`config.mk`:
```
export PLATFORM = sky130hd
export DESIGN_NAME = ordered_list_append_delete_top
export DESIGN_NICKNAME = d
export VERILOG_FILES = /design/src/rtl/olad_pkg.sv /design/src/rtl/ordered_list_append_delete_top.sv /design/src/rtl/olad_cell.sv
export VERILOG_INCLUDE_DIRS = /design/src /design/src/rtl
export SDC_FILE = /design/constraint.sdc
export NUM_CORES = 1
export LEC_CHECK = 0
export ABC_AREA = 1
export CORE_UTILIZATION = 55
export DETAILED_ROUTE_END_ITERATION = 16
export DONT_BUFFER_PORTS = 1
export GPL_TIMING_DRIVEN = 0
export PLACE_DENSITY = 0.8
export SLEW_MARGIN = 20
export SYNTH_ARGS = -nofsm -noshare
export SYNTH_HDL_FRONTEND = slang
export SYNTH_SLANG_ARGS = --single-unit
```
`constraint.sdc`:
```
create_clock -name clk -period 5.1 [get_ports clk]
set_clock_uncertainty 0.05 [all_clocks]
set_input_delay 0.255 -clock clk [delete_from_list [all_inputs] [get_ports clk]]
set_output_delay 0.255 -clock clk [all_outputs]
set_load 0.005 [all_outputs]
```
`src/rtl/ordered_list_append_delete_top_assert.svh`:
```
// ----------------------------------------------------------------------------
// Assertion macros for the ordered list block.
// The macros expect signals named clk and rst_n in the enclosing module.
// ----------------------------------------------------------------------------
`ifndef ORDERED_LIST_APPEND_DELETE_TOP_ASSERT_SVH
`define ORDERED_LIST_APPEND_DELETE_TOP_ASSERT_SVH

// The check must hold in the same cycle that the trigger is seen.
`define OLAD_ASSERT_IMPLY(name, trig, prop) \
  name: assert property (@(posedge clk) disable iff (!rst_n) (trig) |-> (prop)) \
    else $error("ordered list check failed");

// The check must hold in the cycle after the trigger is seen.
`define OLAD_ASSERT_NEXT(name, trig, prop) \
  name: assert property (@(posedge clk) disable iff (!rst_n) (trig) |=> (prop)) \
    else $error("ordered list check failed");

`endif

```
`src/rtl/olad_pkg.sv`:
```
`timescale 1ns / 1ps
// ----------------------------------------------------------------------------
// olad_pkg
// Shared sizes, codes and types of the ordered list block.
// ----------------------------------------------------------------------------
package olad_pkg;

  // Number of list cells.
  localparam int DEPTH   = 16;
  // Width of the fill count, which must reach DEPTH itself.
  localparam int CNT_W   = $clog2(DEPTH + 1);
  localparam int VALUE_W = 32;
  localparam int STATUS_W = 2;
  localparam int COUNT_W  = 5;

  // Operation codes.
  localparam logic OP_APPEND = 1'b0;
  localparam logic OP_DELETE = 1'b1;

  // Result status codes.
  localparam logic [STATUS_W-1:0] ST_DONE      = 2'd0;
  localparam logic [STATUS_W-1:0] ST_FULL      = 2'd1;
  localparam logic [STATUS_W-1:0] ST_NOT_FOUND = 2'd2;

  // Per-cell control from the list controller.
  typedef struct packed {
    logic append_en;  // an append transfer is taken this cycle
    logic delete_en;  // a delete transfer is taken this cycle
    logic occupied;   // the cell holds a live entry
    logic is_tail;    // the cell is the first free place
  } cell_ctrl_t;

endpackage

```
`src/rtl/ordered_list_append_delete_top.sv`:
```
`timescale 1ns / 1ps
// ----------------------------------------------------------------------------
// ordered_list_append_delete_top
// Bounded ordered list of signed 32-bit values with append and delete.
// ----------------------------------------------------------------------------
// The block takes one operation per clock unless stalled and returns its status and the new
// entry count in the cycle after the input transfer, through an output register;
// a new input transfer is taken whenever that register is empty or is being
// emptied in the same cycle. The list is a row of DEPTH cells. On a delete
// every cell compares its entry with the key at once and a found flag ripples
// from head to tail through all cells, so that ripple sets the clock period.
// Appends to a full list are dropped with status 1; deletes that find nothing
// return status 2 and leave the list unchanged.
// ----------------------------------------------------------------------------
module ordered_list_append_delete_top
  import olad_pkg::*;
(
  input  logic                       clk,
  input  logic                       rst_n,
  input  logic                       in_valid,
  output logic                       in_stall,
  input  logic                       in_opcode,
  input  logic signed [VALUE_W-1:0]  in_item_value,
  output logic                       out_valid,
  input  logic                       out_stall,
  output logic [STATUS_W-1:0]        out_status,
  output logic [COUNT_W-1:0]         out_entry_count
);

  logic                      in_xfer;
  logic                      is_append;
  logic                      is_delete;
  logic                      full;
  logic                      found_any;
  logic [CNT_W-1:0]          count_r;
  logic [CNT_W-1:0]          count_nxt;
  logic [STATUS_W-1:0]       status_nxt;
  logic                      out_valid_r;
  logic                      out_valid_nxt;
  logic [STATUS_W-1:0]       out_status_r;
  logic [COUNT_W-1:0]        out_entry_count_r;
  logic                      found_chain [DEPTH+1];
  logic signed [VALUE_W-1:0] cell_value  [DEPTH];
  cell_ctrl_t                cell_ctrl   [DEPTH];

  // Input handshake: stall only while a finished result is held back.
  assign in_stall  = out_valid_r & out_stall;
  assign in_xfer   = in_valid & ~in_stall;
  assign is_append = in_xfer & (in_opcode == OP_APPEND);
  assign is_delete = in_xfer & (in_opcode == OP_DELETE);
  assign full      = (count_r == CNT_W'(DEPTH));

  // Row of cells, chained head to tail.
  assign found_chain[0] = 1'b0;

  for (genvar i = 0; i < DEPTH; i++) begin : g_cell
    assign cell_ctrl[i].append_en = is_append;
    assign cell_ctrl[i].delete_en = is_delete;
    assign cell_ctrl[i].occupied  = (count_r > CNT_W'(i));
    assign cell_ctrl[i].is_tail   = (count_r == CNT_W'(i));

    olad_cell u_cell (
      .clk        (clk),
      .ctrl       (cell_ctrl[i]),
      .key        (in_item_value),
      .found_in   (found_chain[i]),
      .next_value ((i == DEPTH - 1) ? cell_value[i] : cell_value[(i + 1) % DEPTH]),
      .found_out  (found_chain[i+1]),
      .value      (cell_value[i])
    );
  end

  assign found_any = found_chain[DEPTH];

  // Fill count and status of the operation.
  always_comb begin
    count_nxt  = count_r;
    status_nxt = ST_DONE;
    if (in_opcode == OP_APPEND) begin
      if (full) begin
        status_nxt = ST_FULL;
      end else if (is_append) begin
        count_nxt = count_r + CNT_W'(1);
      end
    end else begin
      if (!found_any) begin
        status_nxt = ST_NOT_FOUND;
      end else if (is_delete) begin
        count_nxt = count_r - CNT_W'(1);
      end
    end
  end

  // Output register holds the result until its transfer.
  assign out_valid_nxt = in_xfer | (out_valid_r & out_stall);

  always_ff @(posedge clk) begin
    if (!rst_n) begin
      count_r     <= '0;
      out_valid_r <= 1'b0;
    end else begin
      count_r     <= count_nxt;
      out_valid_r <= out_valid_nxt;
    end
  end

  always_ff @(posedge clk) begin
    if (in_xfer) begin
      out_status_r      <= status_nxt;
      out_entry_count_r <= COUNT_W'(count_nxt);
    end
  end

  assign out_valid       = out_valid_r;
  assign out_status      = out_status_r;
  assign out_entry_count = out_entry_count_r;

  // Checks on the list controller.
`include "ordered_list_append_delete_top_assert.svh"

  `OLAD_ASSERT_IMPLY(a_count_in_range, 1'b1, count_r <= CNT_W'(DEPTH))
  `OLAD_ASSERT_NEXT(a_xfer_gives_result, in_xfer, out_valid_r)
  `OLAD_ASSERT_NEXT(a_append_grows, is_append && !full, count_r == $past(count_r) + CNT_W'(1))
  `OLAD_ASSERT_NEXT(a_full_status, is_append && full, out_status_r == ST_FULL)
  `OLAD_ASSERT_NEXT(a_miss_keeps_count, is_delete && !found_any, count_r == $past(count_r))

endmodule

```
`src/rtl/olad_cell.sv`:
```
`timescale 1ns / 1ps
// ----------------------------------------------------------------------------
// olad_cell
// One list cell: holds an entry, compares it with the search key, passes the
// found flag toward the tail and takes its neighbor's entry on a delete.
// ----------------------------------------------------------------------------
module olad_cell
  import olad_pkg::*;
(
  input  logic                      clk,
  input  cell_ctrl_t                ctrl,
  input  logic signed [VALUE_W-1:0] key,
  input  logic                      found_in,
  input  logic signed [VALUE_W-1:0] next_value,
  output logic                      found_out,
  output logic signed [VALUE_W-1:0] value
);

  logic signed [VALUE_W-1:0] value_r;
  logic signed [VALUE_W-1:0] value_nxt;

  // A match here or in any cell nearer the head marks the deletion point.
  assign found_out = found_in | (ctrl.occupied & (value_r == key));

  // Appends write the tail cell; a delete pulls every later entry one place up.
  always_comb begin
    value_nxt = value_r;
    if (ctrl.append_en && ctrl.is_tail) begin
      value_nxt = key;
    end else if (ctrl.delete_en && ctrl.occupied && found_out) begin
      value_nxt = next_value;
    end
  end

  always_ff @(posedge clk) begin
    value_r <= value_nxt;
  end

  assign value = value_r;

endmodule
```
# After elaboration in Yosys (flattened, before gate mapping)
# Cells that the tools add are included.
# Widths: inputs -> output; s select.
[op_classes]
n_eq_ne = 32
muxes = 38
n_reduce_logical = 62
bitwise = 38
n_addsub = 2
magnitude_cmp = 16
[op_table]
columns = ["operator", "n"]
rows = [
  ["$mux 32", 30],
  ["$eq 32x32->1", 16],
  ["$logic_and 1x1->1", 46],
  ["$eq 5x4->1 const B", 8],
  ["$gt 5x4->1 const B", 8],
  ["$reduce_bool 2->1", 15],
  ["$mux 5", 5],
  ["$and 1x1->1", 20],
  ["$eq 5x3->1 const B", 4],
  ["$gt 5x3->1 const B", 4],
  ["$or 1x1->1", 16],
  ["$eq 5x2->1 const B", 2],
  ["$gt 5x1->1 const B", 2],
  ["$gt 5x2->1 const B", 2],
  ["$add 5x1->5 const B", 1],
  ["$eq 5x1->1 const B", 1],
  ["$eq 5x5->1 const B", 1],
  ["$logic_not 5->1", 1],
  ["$sub 5x1->5 const B", 1],
  ["$mux 2", 2],
  ["$not 1->1", 2],
  ["$mux 1", 1],
]
[word_totals]
ff_bits = 525
input_bits = 37
output_inout_bits = 9
wordCells = 208

# Longest topological paths before layout
[logic_depth]
depth_word = 19
mapped_depth = 20
mapped_depth_nobuf = 19

# Cells and area by module
# A second synthesis with hierarchy kept.
[hier_totals]
cells_unflattened = 3702
area_unflattened_um2 = 31221.2
[modules_own_cells]
columns = ["module", "area_per_inst_um2", "cells_each", "instances", "seq_area_each_um2"]
rows = [
  ["olad_cell", 1884.3, 222, 16, 960.9],
  ["ordered_list_append_delete_top", 1072.3, 150, 1, 330.3],
]

# Least setup slack after synthesis
# No wires, ideal clock.
[synth_path]
path_type = "register to register"
from = "register count_r[1]"
to = "register g_cell[14].u_cell.value_r[0], enable pin"
t_required_ns = 4.580
n_path_buf = 0
stages_incl_launch_ff = 16
path_slack_ns = 0.284
t_arrival_ns = 4.296
period_less_slack_ns = 4.816
cell_sequence = "dfxtp_1 inv_1 ha_1 inv_1 nor2_2 nor3_1 nand3_1 nor2_1 nand2_1 nand4_1 nor2_2 nand4_1 nor2_2 nand4_2 nor2_4 o31ai_1"
[synth_between]
elab_chain_len = 18
word_cells_on_any_way = 49
cone_classes = "15 x order compare; 1 x eq/ne; 29 x bitwise; 4 x reduce/logical"
[synth_rtl]
columns = ["item", "line", "text"]
rows = [
  ["from (decl)", "ordered_list_append_delete_top.sv:35", "logic [CNT_W-1:0] count_r;"],
  ["from (signal assigned)", "ordered_list_append_delete_top.sv:102", "count_r <= count_nxt;"],
  ["$gt 5x1->1", "ordered_list_append_delete_top.sv:59", "assign cell_ctrl[i].occupied = (count_r > CNT_W'(i));"],
  ["$and 1x1->1", "olad_cell.sv:23", "assign found_out = found_in | (ctrl.occupied & (value_r == key));"],
  ["$or 1x1->1 (14 in series)", "olad_cell.sv:23", ""],
  ["$logic_and 1x1->1", "olad_cell.sv:30", "end else if (ctrl.delete_en && ctrl.occupied && found_out) begin"],
  ["$reduce_bool 2->1 (no line) (*)", "-", ""],
  ["to (signal assigned)", "olad_cell.sv:36", "value_r <= value_nxt;"],
  ["to (decl)", "olad_cell.sv:19", "logic signed [VALUE_W-1:0] value_r;"],
]
# Mark *: on every way between the ends. The rest lies on a longest branch, timed or not.
# A chain may end at the register's enable or synchronous reset.

# Final worst setup path
[layout_path]
from = "register count_r[1]"
to = "register count_r[3]"
[layout_between]
elab_chain_len = 19
word_cells_on_any_way = 55
cone_classes = "2 x add/sub; 16 x order compare; 1 x eq/ne; 5 x mux; 31 x bitwise"
[layout_rtl]
columns = ["item", "line", "text"]
rows = [
  ["$gt 5x1->1", "ordered_list_append_delete_top.sv:59", ""],
  ["$and 1x1->1", "olad_cell.sv:23", ""],
  ["$or 1x1->1 (15 in series)", "olad_cell.sv:23", ""],
  ["$mux 5", "ordered_list_append_delete_top.sv:86", "if (!found_any) begin"],
  ["$mux 5 (*)", "ordered_list_append_delete_top.sv:79", "if (in_opcode == OP_APPEND) begin"],
]
# Marked as above.

==> flow_metrics.py <==
metrics = {
    "floorplanning": {
        "io_pins": 46,
        "die-height_microns": 230,
        "start_util_pct": 55.8,
        "core_area_sq_um": 51400,
        "die_x_microns": 230,
        "dieArea_sq_um": 53100,
        "core.rowCount": 83,
    },
    "clocking": {
        "postCtsResizedCells": 0,
        "clk_pin_slew_worst_paths_ps": 70,
        "cts_buffers": 54,
        "clkLatencyLatePin_ps": 620,
        "cts-root-buf": "clkbuf_16",
        "htree_levels": 2,
        "tritoncts": "yes",
        "cts_max_path_buffers": 3,
        "clock-sinks": 525,
    },
    "worst_setup_path": {
        "endpoint_kind": "register",
        "critPathMaxStageDelay_ps": 560,
        "worstPathRequired_ps": 5550,
        "crit_family": "simple AND/OR/NAND/NOR gates",
        "path_buf_inv": 2,
        "cp_cell_sequence": "inv_1 -> ha_1 -> nand3_1 -> nand3_1 -> nor2_1 -> nand3_2 -> nand2_2 -> nor2_4 -> nand4_1 -> nor2_2 -> nand4_1 -> nor2_2 -> nand4_2 -> nor2_4 -> nand3_1 -> nand3_2 -> a21oi_1 -> dlygate4sd3_1",
        "critPathMostFrequentCell": "nand3_1",
        "worst_path_max_delay_cell": "dlygate4sd3_1",
        "crit_fanout": 8,
        "arrival_ps": 4870,
        "path_class": "reg2reg",
        "startpoint_type": "register",
    },
    "detailed_routing": {
        "drt-total-wl_microns": 84100,
        "avgRoutedWirePerCell_microns": 22.7,
        "dr.pass1.iters": 6,
        "route.detailed.drc": 0,
        "ant_nets": 0,
        "vias_per_cell": 6.04,
        "num_vias": 22400,
        "drt-initial-drc-count": 2994,
    },
    "cells_and_area": {
        "layout_common_cells": "nand2_1, edfxtp_1, o21ai_0",
        "diodes": 0,
        "syn_to_final_growth_pct": 11.3,
        "nets": 3033,
        "nFillCells": 3965,
        "finalInstanceArea_sq_um": 31900,
        "final_util_pct": 62.1,
        "final_cells": 3710,
        "layout_commonest_cell": "nand2_1",
        "layout-drive-gt1-share_pct": 8.88,
    },
    "synthesis": {
        "synth.net_count": 2929,
        "async_flop_share_pct": 0,
        "synthCells": 2886,
        "yosysWarningCount": 0,
        "ys_ff_latch": 525,
        "netlist_area_sq_um": 28700,
        "synth.avg_cell_area_sq_um": 9.94,
        "yosysSeqAreaShare_pct": 54.8,
        "ys.flop_type": "edfxtp_1",
        "synth_edf_count": 519,
        "yosysUniqueCellTypes": 57,
    },
    "grt": {
        "grt_use_met3_pct": 5.47,
        "gr-usage-met1_pct": 40.1,
        "grt.total_usage_pct": 31.5,
        "overflow": 0,
        "grt_max_degree": 33,
        "met2_usage_pct": 51.1,
        "grt_busiest_layer": "met2",
        "grt_pass1_wl_microns": 126000,
        "antenna_found_initial": 0,
        "grt_pass1_vias": 21600,
    },
    "timing": {
        "period_needed_ps": 4430,
        "fmax_ghz": 0.226,
        "holdWs_ps": 91.1,
        "slew_violations": 0,
        "tns_ps": 0,
        "tightest_slew_ps": 1110,
        "setup_ws_ps": 674,
        "setup_viol": 0,
        "fin_crit_sh_pct": 86.8,
        "hold_viol": 0,
        "rsz0062_at_grt": "false",
        "slew_headroom_pct": 25.0,
    },
    "run": {
        "maxCapViolCount": 0,
    },
    "place": {
        "io_buffers": 0,
        "post-place-ws_ps": 924,
        "placed_area_sq_um": 29900,
        "placed_cells": 3577,
        "dp_hpwl_microns": 63500,
        "place.gp.congestion": 0.983,
    },
    "power": {
        "leakage_nw": 11.8,
        "irDropWorstVdd_v": 0.000231,
        "pwr_density_cell_nw_per_um2": 291,
        "finalPower_mw": 9.31,
    },
    "outcome": {
        "outcome": "finished, final reports clean",
    },
    "hold_path": {
        "holdCritPathClass": "in2reg",
    },
}
==> worst register-to-register path: stages, from the launching register on <==
cell and delay, ps:
dfxtp_1 430, inv_1 310, ha_1 270, nand3_1 320, nand3_1 200, nor2_1 70
nand3_2 130, nand2_2 100, nor2_4 140, nand4_1 200, nor2_2 270, nand4_1 230
nor2_2 250, nand4_2 190, nor2_4 270, nand3_1 150, nand3_2 120, a21oi_1 60
dlygate4sd3_1 560
==> metal layers <==
| layer | part of all wire, % | wire, microns |
|---|---|---|
| met1 | 37 | 31400 |
| met2 | 46 | 39100 |
| met3 | 10 | 8790 |
| met4 | 5.9 | 4920 |
| met5 | 0 | 0 |
==> flip-flops by register name, indices dropped and copies added, names as in the netlist <==
register,count
count_r,5
g_cell.u_cell.value,512
out_entry_count,5
out_status,2
out_valid,1
==> synth_stat cells (all sizes together) (5+ instances only) <==
cell	count	area share [%]
buf	77	2.3
nand4	49	1.3
nor2	126	1.9
inv	88	1.2
xnor2	266	8.1
nand2	720	9.5
or2	31	0.68
nand3	73	1.4
edfxtp	519	54
nor3	27	0.49
ha	6	0.26
clkbuf	138	1.8
o22ai	5	0.11
dfxtp	6	0.42
o21ai	498	8.7
nor4	37	0.92
xor2	182	5.6
a21oi	10	0.17
==> report_power, final <==
part | switching (mW) | internal, mW | leakage, nW
Sequential | 0.0120 | 4.71 | 4.73
Combinational | 0.438 | 0.226 | 6.28
Clock | 1.70 | 2.22 | 0.829
Total | 2.15 | 7.15 | 11.8
==> timing repair <==
item	CTS	global route
setup buffers	0	0
endpoints found under the hold margin	45	0
hold buffers	37	0
setup endpoints to repair	0	0
==> kinds of logic after synthesis <==
group | Yosys count | share of synthesized area (%)
compound gates | 528 | 9.42
simple gates | 1074 | 16.6
fa+ha+maj | 6 | 0.262
buf+inv | 305 | 5.31
xor+xnor | 448 | 13.7
flops | 525 | 54.8
==> final timing paths <==
| path | from | endpoint | slack (ps) | cells past startpoint |
|---|---|---|---|---|
| worst min register to register | g_cell[7].u_cell.value[28] | g_cell[6].u_cell.value[28] | 520 | 2 |
| worst max-delay path | count_r[1] | count_r[3] | 670 | 18 |
| worst max register to register | count_r[1] | count_r[3] | 670 | 18 |
| worst min-delay path | out_stall | out_entry_count[1] | 90 | 3 |
==> cell type report <==
class / instances / area (sq um) / area share (%)
sequential: 525 / 15700 / 49.2
inverter: 90 / 350 / 1.10
clock buffer: 68 / 1470 / 4.60
timing repair buffer: 48 / 592 / 1.85
clock inverter: 28 / 224 / 0.701
buffer: 215 / 1170 / 3.68
multi-input combinational: 2056 / 11600 / 36.2
tap: 680 / 851 / 2.66
Power figures use the tool's default switching activity.
